### src/rtl/core/iff_pkg.sv
// Shared types, codes and the digit character lookup for the integer field formatter.
// The top level and the digit converter both import this package; it has no dependencies.
`timescale 1ns / 1ps

package iff_pkg;

    // Conversion kinds
    localparam logic [2:0] KIND_SDEC = 3'd0;
    localparam logic [2:0] KIND_UDEC = 3'd1;
    localparam logic [2:0] KIND_OCT  = 3'd2;
    localparam logic [2:0] KIND_HEX  = 3'd3;
    localparam logic [2:0] KIND_CHAR = 3'd4;

    // Digit count width; holds the digits of any value up to 64 bits
    localparam int LEN_W = 5;

    // ASCII codes used in the field
    localparam logic [7:0] CH_SPACE = 8'h20;
    localparam logic [7:0] CH_PLUS  = 8'h2b;
    localparam logic [7:0] CH_MINUS = 8'h2d;
    localparam logic [7:0] CH_ZERO  = 8'h30;
    localparam logic [7:0] CH_LOW_A = 8'h61;

    // Control from the top level to the digit converter
    typedef struct packed {
        logic       start;
        logic [2:0] kind;
        logic       shift;
    } t_dig_ctl;

    // Status from the digit converter
    typedef struct packed {
        logic             done;
        logic [LEN_W-1:0] len;
        logic [3:0]       top;
    } t_dig_stat;

    // One digit value to its lowercase ASCII character
    function automatic logic [7:0] iff_hex_char(input logic [3:0] nib);
        logic [7:0] ch;
        if (nib < 4'd10) begin
            ch = CH_ZERO + {4'h0, nib};
        end else begin
            ch = CH_LOW_A + {4'h0, nib} - 8'd10;
        end
        return ch;
    endfunction

endpackage

### src/rtl/core/iff_digits.sv
// Digit converter: binary magnitude to a register of 4-bit digits, most significant on top.
// Decimal goes by shift-and-add-3, one bit a cycle; then leading zeros are dropped one digit
// a cycle. Depends on iff_pkg.
`timescale 1ns / 1ps

module iff_digits import iff_pkg::*; #(
    parameter int VALUE_BITS = 32
) (
    input  logic                  i_clk,
    input  logic                  i_rst_n,
    input  t_dig_ctl              i_ctl,
    input  logic [VALUE_BITS-1:0] i_mag,
    output t_dig_stat             o_stat
);

    localparam int NDIG = (VALUE_BITS + 2) / 3;
    localparam int DW   = 4 * NDIG;
    localparam int CW   = $clog2(VALUE_BITS + 1);

    typedef enum logic [1:0] {D_IDLE, D_DABBLE, D_NORM, D_READY} t_dstate;

    t_dstate                 r_state, n_state;
    logic [DW-1:0]           r_bcd, n_bcd;
    logic [VALUE_BITS-1:0]   r_bin, n_bin;
    logic [CW-1:0]           r_bits, n_bits;
    logic [LEN_W-1:0]        r_len, n_len;

    logic [DW-1:0]           w_pack;
    logic [DW-1:0]           w_oct;
    logic [DW-1:0]           w_adj;

    // Digit fields for octal and hex, and the add-3 correction for decimal
    always_comb begin
        w_pack = DW'(i_mag);
        w_oct  = '0;
        w_adj  = r_bcd;
        for (int i = 0; i < NDIG; i++) begin
            w_oct[4*i +: 4] = {1'b0, w_pack[3*i +: 3]};
            if (r_bcd[4*i +: 4] >= 4'd5) begin
                w_adj[4*i +: 4] = r_bcd[4*i +: 4] + 4'd3;
            end
        end
    end

    // Next state
    always_comb begin
        n_state = r_state;
        n_bcd   = r_bcd;
        n_bin   = r_bin;
        n_bits  = r_bits;
        n_len   = r_len;
        case (r_state)
            D_DABBLE: begin
                n_bcd  = {w_adj[DW-2:0], r_bin[VALUE_BITS-1]};
                n_bin  = {r_bin[VALUE_BITS-2:0], 1'b0};
                n_bits = r_bits - 1'b1;
                if (r_bits == CW'(1)) begin
                    n_state = D_NORM;
                    n_len   = LEN_W'(NDIG);
                end
            end
            D_NORM: begin
                // drop a leading zero, keep at least one digit
                if (r_len > LEN_W'(1) && r_bcd[DW-1 -: 4] == 4'h0) begin
                    n_bcd = {r_bcd[DW-5:0], 4'h0};
                    n_len = r_len - 1'b1;
                end else begin
                    n_state = D_READY;
                end
            end
            D_READY: begin
                if (i_ctl.shift) begin
                    n_bcd = {r_bcd[DW-5:0], 4'h0};
                end
            end
            default: begin
            end
        endcase
        if (i_ctl.start) begin
            n_len = LEN_W'(NDIG);
            if (i_ctl.kind == KIND_SDEC || i_ctl.kind == KIND_UDEC) begin
                n_bin   = i_mag;
                n_bcd   = '0;
                n_bits  = CW'(VALUE_BITS);
                n_state = D_DABBLE;
            end else begin
                n_bcd   = (i_ctl.kind == KIND_OCT) ? w_oct : w_pack;
                n_state = D_NORM;
            end
        end
    end

    always_ff @(posedge i_clk) begin
        if (!i_rst_n) begin
            r_state <= D_IDLE;
        end else begin
            r_state <= n_state;
        end
        r_bcd  <= n_bcd;
        r_bin  <= n_bin;
        r_bits <= n_bits;
        r_len  <= n_len;
    end

    assign o_stat.done = (r_state == D_READY);
    assign o_stat.len  = r_len;
    assign o_stat.top  = r_bcd[DW-1 -: 4];

endmodule

### src/rtl/core/integer_field_formatter_top.sv
// Integer field formatter top level: takes one argument with its field settings and sends
// the formatted field one character per beat. Depends on iff_pkg and iff_digits.
`timescale 1ns / 1ps
//
//  Channel | Direction | Handshake          | Beat payload
//  --------+-----------+--------------------+--------------------------------------------
//  in      | into      | i_valid / o_stall  | kind, value, width, precision, flags
//  out     | out of    | o_valid / i_stall  | character, last
//
//  Decimal kinds run shift-and-add-3, octal and hex skip it; leading zeros are then stripped,
//  S_CONV waits for the digits and S_SETUP sets up the field (a character goes straight to
//  S_SETUP), and one character leaves per cycle unless the output stalls, up to MAX_FIELD.
//  One field is handled at a time; o_stall is high from acceptance until the last character
//  sits in the output register. Reset is synchronous, active low. A stall on the output
//  holds the output register and pauses character generation.

module integer_field_formatter_top import iff_pkg::*; #(
    parameter int VALUE_BITS = 32,
    parameter int MAX_FIELD  = 64
) (
    input  logic        i_clk,
    input  logic        i_rst_n,
    input  logic        i_valid,
    output logic        o_stall,
    input  logic [2:0]  i_kind,
    input  logic [31:0] i_value,
    input  logic [6:0]  i_width,
    input  logic [5:0]  i_precision,
    input  logic        i_has_precision,
    input  logic        i_left_justify,
    input  logic        i_force_plus,
    input  logic        i_zero_pad,
    output logic        o_valid,
    input  logic        i_stall,
    output logic [7:0]  o_character,
    output logic        o_last
);

    typedef enum logic [1:0] {S_IDLE, S_CONV, S_SETUP, S_EMIT} t_state;

    t_state            r_state, n_state;
    logic              r_is_char, n_is_char;
    logic              r_sign_on, n_sign_on;
    logic [7:0]        r_sign_ch, n_sign_ch;
    logic [6:0]        r_width, n_width;
    logic [5:0]        r_prec, n_prec;
    logic              r_hasp, n_hasp;
    logic              r_left, n_left;
    logic              r_zp, n_zp;
    logic [7:0]        r_cnt_a, n_cnt_a;
    logic              r_sign_pend, n_sign_pend;
    logic [7:0]        r_cnt_c, n_cnt_c;
    logic [LEN_W-1:0]  r_cnt_d, n_cnt_d;
    logic [7:0]        r_cnt_e, n_cnt_e;
    logic [6:0]        r_cap, n_cap;
    logic [6:0]        r_emit, n_emit;
    logic              r_ovalid, n_ovalid;
    logic [7:0]        r_char, n_char;
    logic              r_last, n_last;

    logic                  w_in_acc;
    logic [VALUE_BITS-1:0] w_v;
    logic                  w_neg;
    logic [VALUE_BITS-1:0] w_mag;
    t_dig_ctl              w_ctl;
    t_dig_stat             w_stat;

    logic                  w_zero_dig;
    logic [5:0]            w_len;
    logic [5:0]            w_min;
    logic [5:0]            w_digits;
    logic [6:0]            w_n;
    logic [6:0]            w_padn;
    logic [5:0]            w_zeros;
    logic                  w_zpe;
    logic [6:0]            w_total;
    logic [6:0]            w_cap;

    logic                  w_step;
    logic                  w_sel_a, w_sel_s, w_sel_c, w_sel_d;
    logic [7:0]            w_ch;

    iff_digits #(
        .VALUE_BITS (VALUE_BITS)
    ) u_digits (
        .i_clk   (i_clk),
        .i_rst_n (i_rst_n),
        .i_ctl   (w_ctl),
        .i_mag   (w_mag),
        .o_stat  (w_stat)
    );

    // Input side: argument masking and magnitude
    always_comb begin
        w_in_acc = i_valid && (r_state == S_IDLE);
        w_v      = VALUE_BITS'(i_value);
        w_neg    = (i_kind == KIND_SDEC) && w_v[VALUE_BITS-1];
        w_mag    = w_neg ? (~w_v + 1'b1) : w_v;
    end

    // Field layout from the digit count
    always_comb begin
        w_zero_dig = r_hasp && (r_prec == 6'd0) && (w_stat.len == LEN_W'(1))
                     && (w_stat.top == 4'h0);
        w_len      = (r_is_char || w_zero_dig) ? 6'd0 : 6'(w_stat.len);
        w_min      = r_is_char ? 6'd0 : (r_hasp ? r_prec : 6'd1);
        w_digits   = (w_len > w_min) ? w_len : w_min;
        w_n        = 7'(w_digits) + 7'(r_sign_on);
        w_padn     = (r_width > w_n) ? (r_width - w_n) : 7'd0;
        w_zeros    = (w_min > w_len) ? (w_min - w_len) : 6'd0;
        w_zpe      = r_zp && !r_hasp && !r_left && !r_is_char;
        w_total    = w_padn + w_n;
        w_cap      = (w_total > 7'(MAX_FIELD)) ? 7'(MAX_FIELD) : w_total;
    end

    // Character selection: lead pad, sign, zeros, digits, trailing pad
    always_comb begin
        w_step  = (r_state == S_EMIT) && (!r_ovalid || !i_stall);
        w_sel_a = (r_cnt_a != 8'd0);
        w_sel_s = !w_sel_a && r_sign_pend;
        w_sel_c = !w_sel_a && !r_sign_pend && (r_cnt_c != 8'd0);
        w_sel_d = !w_sel_a && !r_sign_pend && (r_cnt_c == 8'd0) && (r_cnt_d != '0);
        if (w_sel_s) begin
            w_ch = r_sign_ch;
        end else if (w_sel_c) begin
            w_ch = CH_ZERO;
        end else if (w_sel_d) begin
            w_ch = iff_hex_char(w_stat.top);
        end else begin
            w_ch = CH_SPACE;
        end
        w_ctl.start = w_in_acc && (i_kind == KIND_SDEC || i_kind == KIND_UDEC
                                   || i_kind == KIND_OCT || i_kind == KIND_HEX);
        w_ctl.kind  = i_kind;
        w_ctl.shift = w_step && w_sel_d;
    end

    // Next state
    always_comb begin
        n_state     = r_state;
        n_is_char   = r_is_char;
        n_sign_on   = r_sign_on;
        n_sign_ch   = r_sign_ch;
        n_width     = r_width;
        n_prec      = r_prec;
        n_hasp      = r_hasp;
        n_left      = r_left;
        n_zp        = r_zp;
        n_cnt_a     = r_cnt_a;
        n_sign_pend = r_sign_pend;
        n_cnt_c     = r_cnt_c;
        n_cnt_d     = r_cnt_d;
        n_cnt_e     = r_cnt_e;
        n_cap       = r_cap;
        n_emit      = r_emit;
        n_ovalid    = r_ovalid;
        n_char      = r_char;
        n_last      = r_last;

        // output register drains when taken
        if (!i_stall) begin
            n_ovalid = 1'b0;
        end

        case (r_state)
            S_IDLE: begin
                if (w_in_acc) begin
                    n_is_char = (i_kind == KIND_CHAR);
                    n_sign_on = (i_kind == KIND_CHAR) || w_neg || i_force_plus;
                    if (i_kind == KIND_CHAR) begin
                        n_sign_ch = i_value[7:0];
                    end else if (w_neg) begin
                        n_sign_ch = CH_MINUS;
                    end else begin
                        n_sign_ch = CH_PLUS;
                    end
                    n_width = i_width;
                    n_prec  = i_precision;
                    n_hasp  = i_has_precision;
                    n_left  = i_left_justify;
                    n_zp    = i_zero_pad;
                    if (i_kind == KIND_CHAR) begin
                        n_state = S_SETUP;
                    end else if (w_ctl.start) begin
                        n_state = S_CONV;
                    end
                end
            end
            S_CONV: begin
                if (w_stat.done) begin
                    n_state = S_SETUP;
                end
            end
            S_SETUP: begin
                n_cnt_a     = (!r_left && !w_zpe) ? 8'(w_padn) : 8'd0;
                n_sign_pend = r_sign_on;
                n_cnt_c     = 8'(w_zeros) + (w_zpe ? 8'(w_padn) : 8'd0);
                n_cnt_d     = w_len[LEN_W-1:0];
                n_cnt_e     = r_left ? 8'(w_padn) : 8'd0;
                n_cap       = w_cap;
                n_emit      = 7'd0;
                n_state     = (w_cap == 7'd0) ? S_IDLE : S_EMIT;
            end
            S_EMIT: begin
                if (w_step) begin
                    n_ovalid = 1'b1;
                    n_char   = w_ch;
                    n_last   = (r_emit + 7'd1 == r_cap);
                    n_emit   = r_emit + 7'd1;
                    if (w_sel_a) begin
                        n_cnt_a = r_cnt_a - 8'd1;
                    end else if (w_sel_s) begin
                        n_sign_pend = 1'b0;
                    end else if (w_sel_c) begin
                        n_cnt_c = r_cnt_c - 8'd1;
                    end else if (w_sel_d) begin
                        n_cnt_d = r_cnt_d - 1'b1;
                    end else begin
                        n_cnt_e = r_cnt_e - 8'd1;
                    end
                    if (r_emit + 7'd1 == r_cap) begin
                        n_state = S_IDLE;
                    end
                end
            end
            default: begin
                n_state = S_IDLE;
            end
        endcase
    end

    // State and registered outputs
    always_ff @(posedge i_clk) begin
        if (!i_rst_n) begin
            r_state  <= S_IDLE;
            r_ovalid <= 1'b0;
        end else begin
            r_state  <= n_state;
            r_ovalid <= n_ovalid;
        end
        r_is_char   <= n_is_char;
        r_sign_on   <= n_sign_on;
        r_sign_ch   <= n_sign_ch;
        r_width     <= n_width;
        r_prec      <= n_prec;
        r_hasp      <= n_hasp;
        r_left      <= n_left;
        r_zp        <= n_zp;
        r_cnt_a     <= n_cnt_a;
        r_sign_pend <= n_sign_pend;
        r_cnt_c     <= n_cnt_c;
        r_cnt_d     <= n_cnt_d;
        r_cnt_e     <= n_cnt_e;
        r_cap       <= n_cap;
        r_emit      <= n_emit;
        r_char      <= n_char;
        r_last      <= n_last;
    end

    assign o_stall     = (r_state != S_IDLE);
    assign o_valid     = r_ovalid;
    assign o_character = r_char;
    assign o_last      = r_last;

endmodule
### config.mk
export PLATFORM = sky130hd
export DESIGN_NAME = integer_field_formatter_top
export DESIGN_NICKNAME = d
export VERILOG_FILES = /design/src/rtl/core/iff_pkg.sv /design/src/rtl/core/iff_digits.sv /design/src/rtl/core/integer_field_formatter_top.sv
export SDC_FILE = /design/constraint.sdc
export NUM_CORES = 1
export LEC_CHECK = 0
export BUFFER_PORTS_ARGS = -buffer_cell sky130_fd_sc_hd__buf_2
export CORE_ASPECT_RATIO = 1.25
export CORE_MARGIN = 2
export CORE_UTILIZATION = 49
export CTS_CLUSTER_DIAMETER = 150
export DETAILED_ROUTE_END_ITERATION = 8
export HOLD_SLACK_MARGIN = 0.02
export PLACE_DENSITY_LB_ADDON = 0.25
export SLEW_MARGIN = 25
export SYNTH_ARGS = -nofsm -noshare
export SYNTH_HDL_FRONTEND = slang
export SYNTH_HIERARCHICAL = 1
export SYNTH_SLANG_ARGS = --single-unit
### constraint.sdc
create_clock -name i_clk -period 21.7 [get_ports i_clk]
set_clock_uncertainty 0.2 [all_clocks]
set_input_delay 3.255 -clock i_clk [delete_from_list [all_inputs] [get_ports i_clk]]
set_output_delay 3.255 -clock i_clk [all_outputs]
set_load 0.02 [all_outputs]
# After elaboration in Yosys (flattened, before gate mapping)
# Cells that the tools add are included.
[op_classes]
reduce_logical = 58
eq_ne = 31
addsub = 26
n_mux = 78
n_bitwise = 1
order_cmp = 17
[ops]
columns = ["cell", "n"]
rows = [
  ["44-bit 2-to-1 mux", 4],
  ["44-bit one-hot mux with 3 select lines", 1],
  ["32-bit 2-to-1 mux", 4],
  ["8-bit 2-to-1 mux", 11],
  ["4-bit by 3-bit greater-or-equal comparator with 1-bit output, second input constant", 11],
  ["42-bit 2-to-1 mux", 1],
  ["6-bit 2-to-1 mux", 7],
  ["4-bit by 2-bit adder with 4-bit output, second input constant", 10],
  ["4-bit 2-to-1 mux", 10],
  ["5-bit 2-to-1 mux", 8],
  ["7-bit 2-to-1 mux", 5],
  ["32-bit by 1-bit adder with 32-bit output, second input constant", 1],
  ["32-bit NOT", 1],
  ["8-bit one-hot mux with 2 select lines", 2],
  ["2-bit 2-to-1 mux", 11],
  ["5-bit one-hot mux with 2 select lines", 2],
  ["1-bit logical AND", 18],
  ["2-bit != test, second input constant", 9],
  ["8-bit nonzero test", 2],
  ["8-bit by 1-bit subtractor with 8-bit output, second input constant", 2],
  ["7-bit one-hot mux with 2 select lines", 1],
  ["3-bit by 1-bit != test with 1-bit output, second input constant", 4],
  ["3-bit AND reduction", 4],
  ["5-bit AND reduction", 2],
  ["48 further kinds", 80],
]
[word_totals]
ff_bits = 163
input_bits = 56
wordCells = 234
out_inout_bits = 11

# Depth between registers and ports, before layout
# Gate-level depths: netlist (run 1).
[depth]
depth_word = 17
ltp_mapped = 35

# By module
# Netlist (run 1), hierarchy kept.
[modules_own_cells]
columns = ["mod", "cells_each", "area_per_inst_um2", "instances"]
rows = [
  ["integer_field_formatter_top", 604, 5621.6, 1],
  ["iff_digits", 630, 5516.5, 1],
]

# Worst setup path after synthesis (run 1)
# No wires, ideal clock.
[synth_path]
path_kind = "reg-to-reg"
start = "reg u_digits.r_bcd[40]"
end = "reg r_cap[0] (data pin)"
setup_time_ns = 0.255
path_slack_ns = 14.759
t_arrival_ns = 6.486
stages_incl_launch_ff = 35
cell_sequence = "edfxtp_1 -> buf_4 -> inv_1 -> ha_1 -> nor4bb_1 -> a41oi_1 -> nand2_1 -> inv_1 -> ha_1 -> fa_1 -> nor2b_1 -> o21ai_1 -> a21boi_1 -> or2_1 -> buf_6 -> mux2i_1 -> ha_1 -> nand4b_1 -> xnor2_1 -> nor2_1 -> nor2_1 -> ha_1 -> a21o_1 -> a21oi_1 -> o21ai_0 -> a31oi_1 -> or2_2 -> inv_1 -> ha_1 -> fa_1 -> a211oi_1 -> nor3_1 -> a2bb2oi_1 -> or4_1 -> and3_1"
[synth_between]
elab_chain_len = 12
word_cells_on_any_way = 13
cone_classes = "add/sub (3); order compare (3); mux (4); reduce/logical (3)"
[synth_lines]
columns = ["item", "line", "source"]
rows = [
  ["start, declared", "iff_digits.sv:23", "logic [DW-1:0] r_bcd, n_bcd;"],
  ["start signal, assigned", "iff_digits.sv:99", "r_bcd <= n_bcd;"],
  ["4-bit zero test (*)", "integer_field_formatter_top.sv:104", "&& (w_stat.top == 4'h0);"],
  ["1-bit logical AND (*)", "integer_field_formatter_top.sv:104", ""],
  ["1-bit logical OR (*)", "integer_field_formatter_top.sv:105", "w_len = (r_is_char || w_zero_dig) ? 6'd0 : 6'(w_stat.len);"],
  ["5-bit 2-to-1 mux (*)", "integer_field_formatter_top.sv:105", ""],
  ["5-bit by 6-bit greater-than comparator with 1-bit output", "integer_field_formatter_top.sv:107", "w_digits = (w_len > w_min) ? w_len : w_min;"],
  ["6-bit 2-to-1 mux (*)", "integer_field_formatter_top.sv:107", ""],
  ["6-bit by 1-bit adder with 7-bit output (*)", "integer_field_formatter_top.sv:108", "w_n = 7'(w_digits) + 7'(r_sign_on);"],
  ["7-bit subtractor or 7-bit greater-than comparator (tied branches)", "integer_field_formatter_top.sv:109", "w_padn = (r_width > w_n) ? (r_width - w_n) : 7'd0;"],
  ["7-bit 2-to-1 mux", "integer_field_formatter_top.sv:109", ""],
  ["7-bit adder (*)", "integer_field_formatter_top.sv:112", "w_total = w_padn + w_n;"],
  ["7-bit greater-than comparator", "integer_field_formatter_top.sv:113", "w_cap = (w_total > 7'(MAX_FIELD)) ? 7'(MAX_FIELD) : w_total;"],
  ["7-bit 2-to-1 mux (*)", "integer_field_formatter_top.sv:113", ""],
  ["via w_cap[0]", "integer_field_formatter_top.sv:77", "logic [6:0] w_cap;"],
  ["end signal, assigned", "integer_field_formatter_top.sv:254", "r_cap <= n_cap;"],
  ["end, declared", "integer_field_formatter_top.sv:55", "logic [6:0] r_cap, n_cap;"],
]
# Mark *: on every way through the listed nets, which the timed path passes. The rest lies on a longest branch.
# A chain may end at the register's enable or synchronous reset.

# Worst setup path after layout (run 1)
# Ends and elaborated chain as after synthesis.

==> results, run 1 <==
- In this run the critical register-to-register path is launched from u_digits/r_bcd[40].
- The global placement routability congestion is roughly 0.94.
- The core occupancy in the finished layout is 0.549.
- For this design the ratio of total power to cell area is around 110 nW/um^2.
- The number of enable flip-flop cells after synthesis is 115.
- The final number of hold-violating endpoints is 0.
- In the global route stage, met2 resource usage came out at 0.430.
- The share of total power consumed by net switching is 0.390.
- Dividing the detail-routed via count by the number of cells gives about 5.7.
- The number of buffers added to fix hold violations after cts is 0.
- Of all nets on the critical path, the largest fanout is 8.
- The count of max-cap constraint violations is 0.
- The count of input and output buffers is 66.
- The initial antenna violation count was 0.
- The die is ~170 um tall.
- The relative max-transition margin is 0.482.
- After detailed routing, the average wire length per cell comes to between 15 and 20 um.
- The clock transition at the registers of the reported paths is 0.07 ns.
- The critical path is of the reg2reg type.
- The number of global-route vias before repair is between 8,000 and 9,000.
- For this run, design rule violations remaining after detail routing come to 0.
- In this run the most used layer during global routing was met2.
- The largest individual stage delay along the critical path comes from the cell sky130_fd_sc_hd__or4_1.
- The number of clock buffers inserted by TritonCTS is 17.
- The total count of max-transition violations in the final report is 0.
- Setup repair after global routing left no endpoint under its margin.
- CTS saw approximately 160 sinks.
- The design draws around 1.4 mW.
- The most frequent cell on the critical path is sky130_fd_sc_hd__ha_1.
- The hold path startpoint is u_digits/r_bin[0].
- The signal arrival time at the worst endpoint is between 7 and 8 ns.
- The floorplan has about 60 rows.
- The post-synth net total is ~1,400.
- In this run the clock root is driven by a sky130_fd_sc_hd__clkbuf_16.
- Counting I/O delays and the setup requirement, the final critical path takes roughly 8 ns.
- The total track usage is 0.235.
- The synthesized netlist occupies a cell area of around 11,000 sq um.
- The length of the first detailed-routing pass in iterations is 5.
- The core area is between 20,000 and 25,000 sq um.
- The type of element capturing the critical path is a register.
- After filler insertion, the fill cell instance count of the layout stands at between 2,000 and 2,500.
- The most used flip-flop cell after synthesis is sky130_fd_sc_hd__edfxtp_1.
- Entering global routing, the biggest net connects 73 pins.
- The starting density of the core is 0.500.
- Setup violations remaining at the end of the flow were counted as 0.
- The count of different cell masters after synthesis is 84.
- Once detail routing completed, the nets flagged for antenna violations numbered 0.
- The total wirelength of the detailed-routed design is roughly 28,000 um.
- In the finished design, the share of the clock period the worst path needs comes to 0.363.
- The largest single stage delay on the critical path is around 0.6 ns.
- The top cell types in the final layout, fill and taps aside, are sky130_fd_sc_hd__nand2_1, sky130_fd_sc_hd__nor2_1, sky130_fd_sc_hd__edfxtp_1.
- In the final layout, the share of cells above drive strength 1 is 0.105.
- The type of the tightest min-delay check is reg2reg.
- The worst setup path is launched from a register.
- The total leakage power is ~4.9 nW.
- The instance count of the mapped netlist is 1,234.
- For this run the aggregate overflow at the end of global routing stands at 0.
- During synthesis, Yosys emitted a total of 6 warnings.
- Timing analysis after detailed placement gives a worst setup slack of roughly 14 ns.
- The share of total power dissipated in the clock network is 0.209.
- Leaving out fill and tap cells, the most frequent cell in the layout is sky130_fd_sc_hd__nand2_1.
- The area of combinational cells with multiple inputs is approximately 6200 sq um.
- The peak supply drop is roughly 71 uV.
- Registers take about 4400 sq um.
- The total of cells resized after clock tree synthesis is 0.
- The part of the power in combinational logic is 0.398.
- The sum of negative setup slack is 0 ns.
- TritonCTS built the clock tree.
- At the worst endpoint, the required time is 21.69 ns.
- Relative to the synthesized area, the layout overhead comes to 9.91%.
- At the pin with the least slew margin, the transition time is ~0.78 ns.
- In this run the count of I/O pins placed on the die edge is 67.
- Detailed placement finished with a half-perimeter wire length of approximately 21,000 um.
- The flop and latch count out of synthesis is approximately 160.
- The global-route wire length before repair is between 40,000 and 50,000 um.
- The number of antenna repair diodes is 0.
- The routed layout has ~9,100 vias.
- The internal portion of the total power is about 850 uW.
- Timing would allow up to approximately 130 MHz.
- The post-CTS setup buffer count is 0.
- The initial detailed-routing violation count is approximately 600.
- Setup slack on the critical path of the routed design comes to ~14 ns.
- The met3 capacity usage during global routing is 0.0343.
- The power spent charging and discharging nets is ~540 uW.
- Of the synthesized area, sequential elements account for 0.396.
- The clock latency of the later-clocked register in the worst-skew pair is 0.44 ns.
- The relative contribution of sequential cells to total power is 0.392.
- The final layout contains 1,407 nets.
- In this run the mean area of a mapped cell was 9.03 sq um.
- The die covers about 24,000 sq um.
- The die is around 140 um wide.
- The critical path starts at u_digits/r_bcd[40].
- The flow ran to the end, and the final reports show no timing, DRC or antenna violations.
- For this run, asynchronously set or reset flops after synthesis account for 0.
- The buffer depth of the longest clock path is 2.
- The number of levels the H-tree was split into is 4.
- The met1 track demand over resource is 0.279.
final cells by class:
| type | count | share of cell area |
|---|---|---|
| multi-input combinational | 948 | 0.509 |
| sequential | 163 | 0.361 |
| clock buffer | 19 | 0.0354 |
| timing repair buffer | 77 | 0.0337 |
| tap | 283 | 0.0289 |
| inverter | 75 | 0.0230 |
| clock inverter | 13 | 0.00961 |
critical path, delay by kind of cell, from the launching register on:
family,cells,cell delay (ns)
and+or+nand+nor,11,2.67
buffers and inverters,2,0.18
DFF,1,0.44
adders and majority gates,7,2.09
muxes,1,0.25
AOI/OAI and AO/OA,8,1.78
worst paths after layout:
| kind | depth (start not counted) | slack, ns | endpoint |
|---|---|---|---|
| worst min-delay path | 2 | 0.29 | u_digits/r_bin[0] |
| worst max-delay path | 29 | 13.81 | r_cap[0] |
| worst max register to register | 29 | 13.81 | r_cap[0] |
| worst min register to register | 2 | 0.29 | u_digits/r_bin[0] |
synthesized netlist by cell type, types with 4 or more instances:
cell type / n / area, sq um
sky130_fd_sc_hd__a211o_1: 8 / 70.1
sky130_fd_sc_hd__a211oi_1: 11 / 82.6
sky130_fd_sc_hd__a21o_1: 6 / 45.0
sky130_fd_sc_hd__a21oi_1: 90 / 450
sky130_fd_sc_hd__a311o_1: 7 / 70.1
sky130_fd_sc_hd__a31oi_1: 21 / 131
sky130_fd_sc_hd__and2_1: 11 / 68.8
sky130_fd_sc_hd__and3_1: 16 / 100
sky130_fd_sc_hd__buf_2: 17 / 85.1
sky130_fd_sc_hd__buf_4: 4 / 30.0
sky130_fd_sc_hd__clkbuf_1: 24 / 90.1
sky130_fd_sc_hd__dfxtp_1: 48 / 961
sky130_fd_sc_hd__edfxtp_1: 115 / 3450
sky130_fd_sc_hd__fa_1: 4 / 80.1
sky130_fd_sc_hd__ha_1: 65 / 813
sky130_fd_sc_hd__inv_1: 74 / 278
sky130_fd_sc_hd__mux2i_1: 42 / 420
sky130_fd_sc_hd__nand2_1: 149 / 559
sky130_fd_sc_hd__nand2b_1: 21 / 131
sky130_fd_sc_hd__nand3_1: 10 / 50.1
sky130_fd_sc_hd__nand3b_1: 5 / 37.5
sky130_fd_sc_hd__nand4_1: 5 / 31.3
sky130_fd_sc_hd__nor2_1: 117 / 439
sky130_fd_sc_hd__nor2b_1: 9 / 56.3
sky130_fd_sc_hd__nor3_1: 25 / 125
sky130_fd_sc_hd__nor3b_1: 13 / 97.6
sky130_fd_sc_hd__nor4_1: 7 / 43.8
sky130_fd_sc_hd__o21a_1: 8 / 60.1
sky130_fd_sc_hd__o21ai_0: 86 / 430
sky130_fd_sc_hd__o21ai_1: 18 / 90.1
sky130_fd_sc_hd__o22ai_1: 8 / 50.1
sky130_fd_sc_hd__o31ai_1: 13 / 97.6
sky130_fd_sc_hd__o32a_1: 6 / 60.1
sky130_fd_sc_hd__o32ai_1: 4 / 35.0
sky130_fd_sc_hd__or2_2: 5 / 31.3
sky130_fd_sc_hd__or3_1: 7 / 43.8
sky130_fd_sc_hd__or4_1: 5 / 37.5
sky130_fd_sc_hd__xnor2_1: 58 / 508
sky130_fd_sc_hd__xor2_1: 31 / 272
logic make-up (layout without fill, tap and decap cells):
| group | after synthesis | in the layout | synth area share |
|---|---|---|---|
| AOI/OAI and AO/OA | 315 | 315 | 0.176 |
| DFF | 163 | 163 | 0.396 |
| xor gates and xnor gates | 92 | 92 | 0.0762 |
| buffers and inverters | 123 | 184 | 0.0461 |
| and+or+nand+nor | 430 | 430 | 0.187 |
| adders and majority gates | 69 | 69 | 0.0802 |
| muxes | 42 | 42 | 0.0377 |
registers in the layout, indices dropped and copies added (netlist names), 5 cells and up:
register         cells
u_digits/r_bcd      44
r_cnt_d              5
r_sign_ch            8
u_digits/r_bin      32
u_digits/r_bits      6
r_width              7
r_emit               7
r_cnt_a              8
r_prec               6
u_digits/r_len       5
r_cap                7
r_cnt_c              8
o_character          8
metal layers:
metal,wire [um],vias up
li1,-,4510
met1,11600,4293
met2,14600,213
met3,1020,57
met4,821,0
met5,0,-
power by group through the flow:
stage	clock network, mW	logic (mW)	registers, mW
floorplan	0	0.442	0.524
global placement	0	0.536	0.552
detailed placement	0	0.548	0.552
CTS	0.297	0.554	0.547
global route	0.307	0.627	0.561
finish	0.292	0.556	0.548
metrics by stage:
step | cells | cell area, sq um | hold WS, ns
2_1_floorplan | 1234 | 11100 | 0.249
3_3_place_gp | 1546 | 11700 | 0.269
3_5_place_dp | 1546 | 11700 | 0.271
4_1_cts | 1578 | 12200 | 0.285
5_1_grt | 1578 | 12200 | 0.298
6_report | 1578 | 12200 | 0.285
(Power assumes the default switching activity.)
==> run 2, diff against run 1 <==
--- a/config.mk
+++ b/config.mk
@@ -5,6 +5,7 @@
 export SDC_FILE = /design/constraint.sdc
 export NUM_CORES = 1
 export LEC_CHECK = 0
+export ABC_AREA = 1
 export BUFFER_PORTS_ARGS = -buffer_cell sky130_fd_sc_hd__buf_2
 export CORE_ASPECT_RATIO = 1.25
 export CORE_MARGIN = 2
==> constraint.sdc (replaced) <==
create_clock -name i_clk -period 7.84 [get_ports i_clk]
set_clock_uncertainty 0.2 [all_clocks]
set_input_delay 1.176 -clock i_clk [delete_from_list [all_inputs] [get_ports i_clk]]
set_output_delay 1.176 -clock i_clk [all_outputs]
set_load 0.02 [all_outputs]
==> run 2 against run 1 <==
Non-clock buffer count shrank 6. Sequential share of layout area shrank 0.77 points. First-iteration DRC count grew 2.5%. Combinational power grew to 5.0 times the previous value. Count of clock-buffer cells in the layout shrank 2. Total power grew to 3.8 times the previous value. Critical path depth grew 16. Routed wire length is essentially flat. Utilization shrank 0.27 points. Final area grew 2.2%. Critical path type unchanged. Largest cell class unchanged. Largest power group unchanged. Highest routed layer unchanged.
==> results, run 2 <==
- The run finished with clean final reports.
- The area overhead of the layout relative to synthesis is 9.69%.
- The detailed-route vias per instance is around 5.3.
- STA classifies the critical path startpoint as a register.
- The aggregate global routing overflow is 0.
- The register with the highest flop count is u_digits/r_bcd.
- The core area is roughly 23,000 sq um.
- The final number of hold-violating endpoints is 0.
- The clock transition at the registers of the reported paths is 0.07 ns.
- The most common cell after layout, fill and taps aside is sky130_fd_sc_hd__nand2_1.
- In this run, the number of DRC markers left after iteration 0 of detailed routing was 620.
- The total track usage is 0.237.
- In this run the mean area of a mapped cell was about 7.7 sq um.
- The async set-reset flop share out of synthesis is 0.
- The tool flagged a number of max-cap violations equal to 0.
- For this block, the routed nets add up to about 28,000 um of wire.
- In this run the core area contains between 60 and 70 standard-cell rows.
- For the finished layout, the period the worst path requires is 6.81 ns.
- Counting flops with a built-in enable in the synthesized netlist gives between 100 and 150.
- In the routed design, unresolved DRC markers number 0.
- Yosys attributes the largest share of cell area to sky130_fd_sc_hd__edfxtp_1, sky130_fd_sc_hd__nand2_1, sky130_fd_sc_hd__dfxtp_1.
- The worst pin sits at a relative slew slack of 0.410.
- The sequential fraction of the synthesis area is 0.387.
- The flip-flop count of the largest register, all copies and words added is 44.
- STA classifies the critical path endpoint as a register.
- For this design the top-level I/O count stands at 67.
- In the final layout, the registers with the most flip-flops are u_digits/r_bcd (44), u_digits/r_bin (32).
- Summed over all instances, the cell type with the most area after synthesis is sky130_fd_sc_hd__edfxtp_1.
- The buffer cell driving the clock tree root is sky130_fd_sc_hd__clkbuf_16.
- After legalization and detailed placement, the total HPWL measured between 20,000 and 25,000 um.
- The final cycle utilization of the critical path is 0.869.
- The number of clock buffers inserted by TritonCTS is 17.
- The critical path is of the reg2reg type.
- At the end of routability-driven placement, the weighted congestion stood at about 0.93.
- The type of the tightest min-delay check is reg2reg.
- The mean routed wirelength per cell is roughly 15 um.
- The commonest cells after synthesis are sky130_fd_sc_hd__nand2_1, sky130_fd_sc_hd__inv_1, sky130_fd_sc_hd__o21ai_0.
- The total number of nets in the final design is 1,651.
- The required time of the critical path is 7.81 ns.
- The share of post-route cells with drive strength above 1 is 0.105.
- The number of levels the H-tree was split into is 4.
- IR analysis of the VDD net gives a maximum drop of approximately 230 uV.
- In the layout the commonest cells are sky130_fd_sc_hd__nand2_1, sky130_fd_sc_hd__inv_1, sky130_fd_sc_hd__o21ai_0.
- The number of instances on the worst hold path is 2.
- The highest cell delay on the worst timing path is between 0.4 and 0.5 ns.
- The length of the first detailed-routing pass in iterations is 7.
- The instance count of the mapped netlist is 1,483.
- The die covers 24,500 sq um.
- The largest net degree at the start of global routing is 49.
- The total leakage power is just under 6 nW.
- In this design, the critical path's most frequently occurring cell is sky130_fd_sc_hd__inv_1.
- The sum of negative setup slack is 0 ns.
- The post-CTS setup buffer count is 0.
- The signal arrival time at the worst endpoint is around 6.8 ns.
- The post-synth net total is approximately 1,600.
- At the pin with the least slew margin, the transition time is around 0.88 ns.
- The most used flip-flop cell after synthesis is sky130_fd_sc_hd__edfxtp_1.
- The TritonCTS clock tree is done.
- The buffer depth of the longest clock path is 2.
- Counting distinct cell types in the post-synthesis netlist gives between 50 and 60.
- The clock net in this run drives a total of around 160 sinks.
- The most common cell in the netlist is sky130_fd_sc_hd__nand2_1.
- The startpoint identified for the worst register-to-register timing path is u_digits/r_bcd[40].
- The synthesized netlist occupies a cell area of ~11,000 sq um.
- The endpoint of the worst hold-timing path is u_digits/r_bin[20].
- Dividing total power by cell area gives a power density of 428 nW/um^2.
- Summing over every cut layer, the via total after detailed routing is 9,639.
- The startpoint identified for the worst hold timing path is u_digits/r_bin[19].
- The highest net fanout along the worst path is 8.
- The number of buffers added to fix hold violations after cts is 0.
- The number of cell instances on the worst register-to-register path is 45.
- The first global-routing pass estimated ~46,000 um of wire.
- Static timing analysis puts the maximum clock frequency at between 100 and 150 MHz.
- The initial antenna violation count came to 0.
- The number of global-route vias before repair is ~9,600.
- Port buffering added 66 buffers.
- The completed layout was analyzed and its total power is between 5 and 6 mW.
- Setup repair after global routing left no endpoint under its margin.
- For this configuration, the core starts out at a cell density of 0.498.
- The largest individual stage delay along the critical path comes from the cell sky130_fd_sc_hd__edfxtp_1.
- The vertical die dimension is ~170 um.
- The flop and latch count out of synthesis is ~160.
- Once detail routing completed, the nets flagged for antenna violations numbered 0.
- For this run, the number of Yosys warnings is 6.
- The share of synthesized area in the top cell type comes to 0.303.
- Setup violations remaining at the end of the flow were counted as 0.
- Gates resized during post-CTS repair numbered 0.
- In this run the critical register-to-register path is captured at r_cnt_c[6].
- The die width is 140 um.
- For the worst-skew pair, the clock arrives at the later sink with an insertion delay of between 0.4 and 0.5 ns.
- The register-to-register setup slack is 1.03 ns.
- 0 antenna diodes ended up in the layout.
- The total count of max-transition violations in the final report came to 0.
## run 2: changes by cell type after synthesis, moves of 20 or more
cell                       change
sky130_fd_sc_hd__nor2_1       +20
sky130_fd_sc_hd__nand2b_1     -20
sky130_fd_sc_hd__nand3_1      +55
sky130_fd_sc_hd__o21ai_0      +69
sky130_fd_sc_hd__mux2i_1      -41
sky130_fd_sc_hd__xnor2_1      -35
sky130_fd_sc_hd__inv_1       +144
sky130_fd_sc_hd__xor2_1       +31
sky130_fd_sc_hd__nand2_1     +153
## run 2: cell type report
type / instances / area [sq um]
fill: 2165 / 10400
clock inverter: 15 / 190
inverter: 233 / 882
timing repair buffer: 71 / 368
clock buffer: 17 / 425
multi-input combinational: 1040 / 5870
sequential: 163 / 4410
tap: 288 / 360
## run 2: cells by family (layout without fill, tap and decap cells)
family                     Yosys count  after routing  synth area share
buffers and inverters              280            336            0.0996
adders and majority gates           69             69            0.0783
DFF                                163            163             0.387
and+or+nand+nor                    578            578             0.222
xor gates and xnor gates            85             85            0.0653
AOI/OAI and AO/OA                  307            307             0.147
muxes                                1              1          0.000878
## run 2: how the worst max path moves through the flow
| stage | slack (ns) | start | end | depth (start not counted) |
|---|---|---|---|---|
| floorplan | 1.73 | u_digits/r_bcd[40] | r_cnt_c[6] | 46 |
| global placement | 1.39 | u_digits/r_bcd[40] | r_cnt_c[6] | 45 |
| detailed placement | 1.07 | u_digits/r_bcd[40] | r_cnt_c[6] | 45 |
| CTS | 1.05 | u_digits/r_bcd[40] | r_cnt_c[6] | 45 |
| global route | 0.34 | u_digits/r_bcd[40] | r_cnt_c[6] | 45 |
| finish | 1.03 | u_digits/r_bcd[40] | r_cnt_c[6] | 45 |
## run 2: per-stage QoR
| stage | util | instance area [sq um] | std cells | setup WS, ns | hold WS [ns] |
|---|---|---|---|---|---|
| 3_5_place_dp | 0.520 | 11900 | 1795 | 1.07 | 0.272 |
| 6_report | 0.547 | 12500 | 1827 | 1.03 | 0.284 |
| 4_1_cts | 0.546 | 12500 | 1827 | 1.05 | 0.283 |
| 3_3_place_gp | 0.519 | 11900 | 1795 | 1.39 | 0.265 |
| 5_1_grt | 0.547 | 12500 | 1827 | 0.342 | 0.308 |
| 2_1_floorplan | - | 11400 | 1483 | 1.73 | 0.246 |
## run 2: layer usage
layer,track usage,vias to the layer above,share of wire
li1,-,4946,-
met1,0.268,4397,0.41
met2,0.436,231,0.52
met3,0.0344,65,0.032
met4,0.108,0,0.039
met5,0,-,0
## run 2: worst max-delay path: cells and delay by family (launching register included)
family / cells / cell delay [ns]
compound gates: 6 / 0.88
fa+ha+maj: 8 / 2.21
xor+xnor: 1 / 0.22
flops: 1 / 0.44
buf+inv: 10 / 0.68
simple gates: 20 / 1.89
## run 2: where the power goes
| part | internal [mW] | total, mW | switching (mW) | leakage [nW] |
|---|---|---|---|---|
| logic | 0.979 | 2.77 | 1.79 | 4.00 |
| registers | 1.46 | 1.70 | 0.233 | 1.49 |
| clock network | 0.485 | 0.884 | 0.399 | 0.296 |
==> run 3, diff against run 2 <==
--- a/config.mk
+++ b/config.mk
@@ -14,6 +14,7 @@
 export DETAILED_ROUTE_END_ITERATION = 8
 export HOLD_SLACK_MARGIN = 0.02
 export PLACE_DENSITY_LB_ADDON = 0.25
+export RECOVER_POWER = 100
 export SLEW_MARGIN = 25
 export SYNTH_ARGS = -nofsm -noshare
 export SYNTH_HDL_FRONTEND = slang
==> run 3 against run 2 <==
The flow now finishes with violations (max-capacitance violations, max-slew violations). Final area fell by 0.74%. Critical path depth down 36. Total power is 0.64% lower. Worst hold slack worse by 0.0015 ns. Critical path type is now in2reg. Largest power group unchanged.
==> results, run 3 (synthesis results as in run 2) <==
- The run finished, with violations left.
- The final reports fail on max-capacitance violations, max-slew violations.
- The starting density of the core is 0.498.
- For the pin with the worst max-slew slack, the measured transition is 1.97 ns.
- The finished cells cover about 12,000 sq um.
- The via count of the routed design is between 9,000 and 10,000.
- In the global route stage, met1 resource usage came out at 0.268.
- The die is approximately 140 um wide.
- The register with the highest flop count is u_digits/r_bcd.
- The clock latency of the later-clocked register in the worst-skew pair is approximately 0.44 ns.
- The worst hold path terminates at u_digits/r_bin[28].
- The endpoint identified for the worst register-to-register timing path is r_cnt_c[6].
- The class of the most critical setup path is in2reg.
- The count of placed standard cells including taps is between 1,500 and 2,000.
- The total wirelength of the detailed-routed design is 28,000 um.
- The count of max-cap constraint violations is 3.
- For this design the ratio of total power to cell area is 428 nW/um^2.
- The number of nets still failing antenna checks after routing is 0.
- At the end of the flow the core is filled with cells to 0.543.
- The number of fill cells in the layout is between 2,000 and 2,500.
- Across all register-to-register paths, the minimum setup slack is around 0.9 ns.
- The post-CTS setup buffer count is 0.
- After global routing the overflow that remains totals 0.
- At the end of the flow, the number of nets in the layout was around 1,700.
- Leaving out fill and tap cells, the most frequent cell in the layout is sky130_fd_sc_hd__nand2_1.
- The vertical die dimension is between 150 and 200 um.
- The largest registers in the layout are u_digits/r_bcd (44), u_digits/r_bin (32).
- For this design the static power due to leakage is around 5.7 nW.
- The total of cells resized after clock tree synthesis is 0.
- The number of global-route vias before repair is roughly 9,600.
- The floorplan has between 60 and 70 rows.
- TritonCTS built the clock tree.
- The area overhead of the layout relative to synthesis is 8.88%.
- The sum of negative setup slack is 0 ns.
- The startpoint type of the worst setup path is an input port.
- Along the worst path, the maximum fanout reaches 44.
- The peak supply drop is around 230 uV.
- The number of buffers and inverters on the critical path is 6.
- The count of buffers added on input and output ports is 66.
- Entering global routing, the biggest net connects a little under 50 pins.
- The initial antenna violation count was 0.
- In the routed design, unresolved DRC markers number 0.
- The global placement routability congestion is 0.932.
- The core region is ~23,000 sq um.
- The global-route wire length before repair is 46,200 um.
- Clock-pin slew was measured on the worst setup and hold paths at around 0.070 ns.
- For this design, the sink count on the clock tree is between 150 and 200.
- The H-tree was split into 4 levels.
- For met3 alone, demand over resource in global routing was 0.0344.
- The critical path's top delay family is buffers and inverters.
- The share of post-route cells with drive strength above 1 is 0.0845.
- In the global route stage, met2 resource usage came out at 0.436.
- The cell with the largest stage delay on the worst path is sky130_fd_sc_hd__nand2_1.
- The overall power after layout is around 5.3 mW.
- The floorplan step defined a die boundary enclosing ~25,000 sq um.
- The required time of the critical path is around 7.7 ns.
- Setup repair after global routing left no endpoint under its margin.
- The number of instances on the worst hold path is 2.
- The startpoint identified for the worst hold timing path is u_digits/r_bin[27].
- The type of element capturing the critical path is a register.
- In this design, the critical path's most frequently occurring cell is sky130_fd_sc_hd__inv_1.
- Across every metal layer, demand over resource in global routing totals 0.237.
- The type of the tightest min-delay check is reg2reg.
- Measured against its own limit, the worst slew margin works out to -0.314.
- The cell sitting at the root of the clock tree is a sky130_fd_sc_hd__clkbuf_16.
- After legalization and detailed placement, the total HPWL measured 21,200 um.
- The number of clock buffers added by TritonCTS is 17.
- The total of endpoints with negative setup slack in the final report is 0.
- The count of cells in the finished layout, fillers not included, comes to between 1,500 and 2,000.
- The number of cell instances on the worst register-to-register path is 45.
- After clock tree synthesis, the flow added hold-fix buffers numbering 0.
- The top-level port count is 67.
- The highest cell delay on the worst timing path is roughly 1.7 ns.
- met2 is the most crowded layer.
- No sink is reached through more buffers than the 2 on the longest clock path.
- Dividing the detail-routed via count by the number of cells gives ~5.3.
- Data on the critical path arrives at its endpoint at 6.87 ns.
- The startpoint of the lowest-slack register-to-register path is u_digits/r_bcd[40].
- Summing all placed instances gives a cell area of 11,900 sq um.
- The first routing iteration left approximately 590 violations.
- The highest attainable clock frequency is approximately 140 MHz.
- Leaving out fill and tap cells, the most frequent cells in the layout are sky130_fd_sc_hd__nand2_1, sky130_fd_sc_hd__inv_1, sky130_fd_sc_hd__o21ai_0.
- The repair_antennas step left the layout with diodes totalling 0.
- Walking the worst path, the cells encountered are buf_2, inv_1, nor2_2, clkbuf_1, nand2_1, inv_1, clkbuf_1, inv_1, nand2_1.
- The total count of max-transition violations in the final report came to around 100.
- Subtracting the final worst setup slack from the clock period gives 7.04 ns.
- The final number of hold-violating endpoints is 0.
- The final cycle utilization of the critical path is 0.898.
- The register with the most flip-flops in the layout has 44 of them.
- The mean routed wirelength per cell is ~15 um.
- The length of the first detailed-routing pass in iterations is 6.
## run 3: worst max path at each step
| stage | from | endpoint | slack (ns) | cells past startpoint |
|---|---|---|---|---|
| after global routing | u_digits/r_bcd[40] | r_cnt_c[6] | 0.18 | 45 |
| final | i_valid | u_digits/r_bcd[26] | 0.80 | 9 |
| after global placement | u_digits/r_bcd[40] | r_cnt_c[6] | 1.39 | 45 |
| after CTS | u_digits/r_bcd[40] | r_cnt_c[6] | 1.05 | 45 |
| after floorplan | u_digits/r_bcd[40] | r_cnt_c[6] | 1.73 | 46 |
| after detailed placement | u_digits/r_bcd[40] | r_cnt_c[6] | 1.07 | 45 |
## run 3: per-layer routing
layer | part of all wire | vias to the layer above
met5 | 0 | -
met4 | 0.039 | 0
met3 | 0.032 | 65
met2 | 0.52 | 218
met1 | 0.41 | 4408
li1 | - | 4943
## run 3: worst register-to-register path, delay by kind of cell, from the launching register on
family                     cells  cell delay, ns
buffers and inverters         10            0.68
xor gates and xnor gates       1            0.22
adders and majority gates      8            2.17
DFF                            1            0.44
AOI/OAI and AO/OA              6            0.88
and+or+nand+nor               20            2.04
## run 3: layout make-up
| class | instances | area (sq um) | area share |
|---|---|---|---|
| clock buffers | 17 | 425 | 0.0343 |
| multi-input cells | 1040 | 5810 | 0.468 |
| inverters | 233 | 882 | 0.0710 |
| well taps | 288 | 360 | 0.0290 |
| flip-flops and latches | 163 | 4410 | 0.356 |
| clock inverters | 15 | 190 | 0.0153 |
| repair buffers | 71 | 338 | 0.0272 |
## run 3: report_power, final
part           internal (mW)  switching, mW  total, mW
sequential              1.47          0.232       1.71
clock                  0.485          0.401      0.886
combinational          0.959           1.76       2.72
## run 3: through the flow
stage          worst slack (ns)  hold slack [ns]
3_3_place_gp               1.39            0.265
3_5_place_dp               1.07            0.272
6_report                  0.799            0.283
2_1_floorplan              1.73            0.246
5_1_grt                   0.176            0.308
4_1_cts                    1.05            0.283
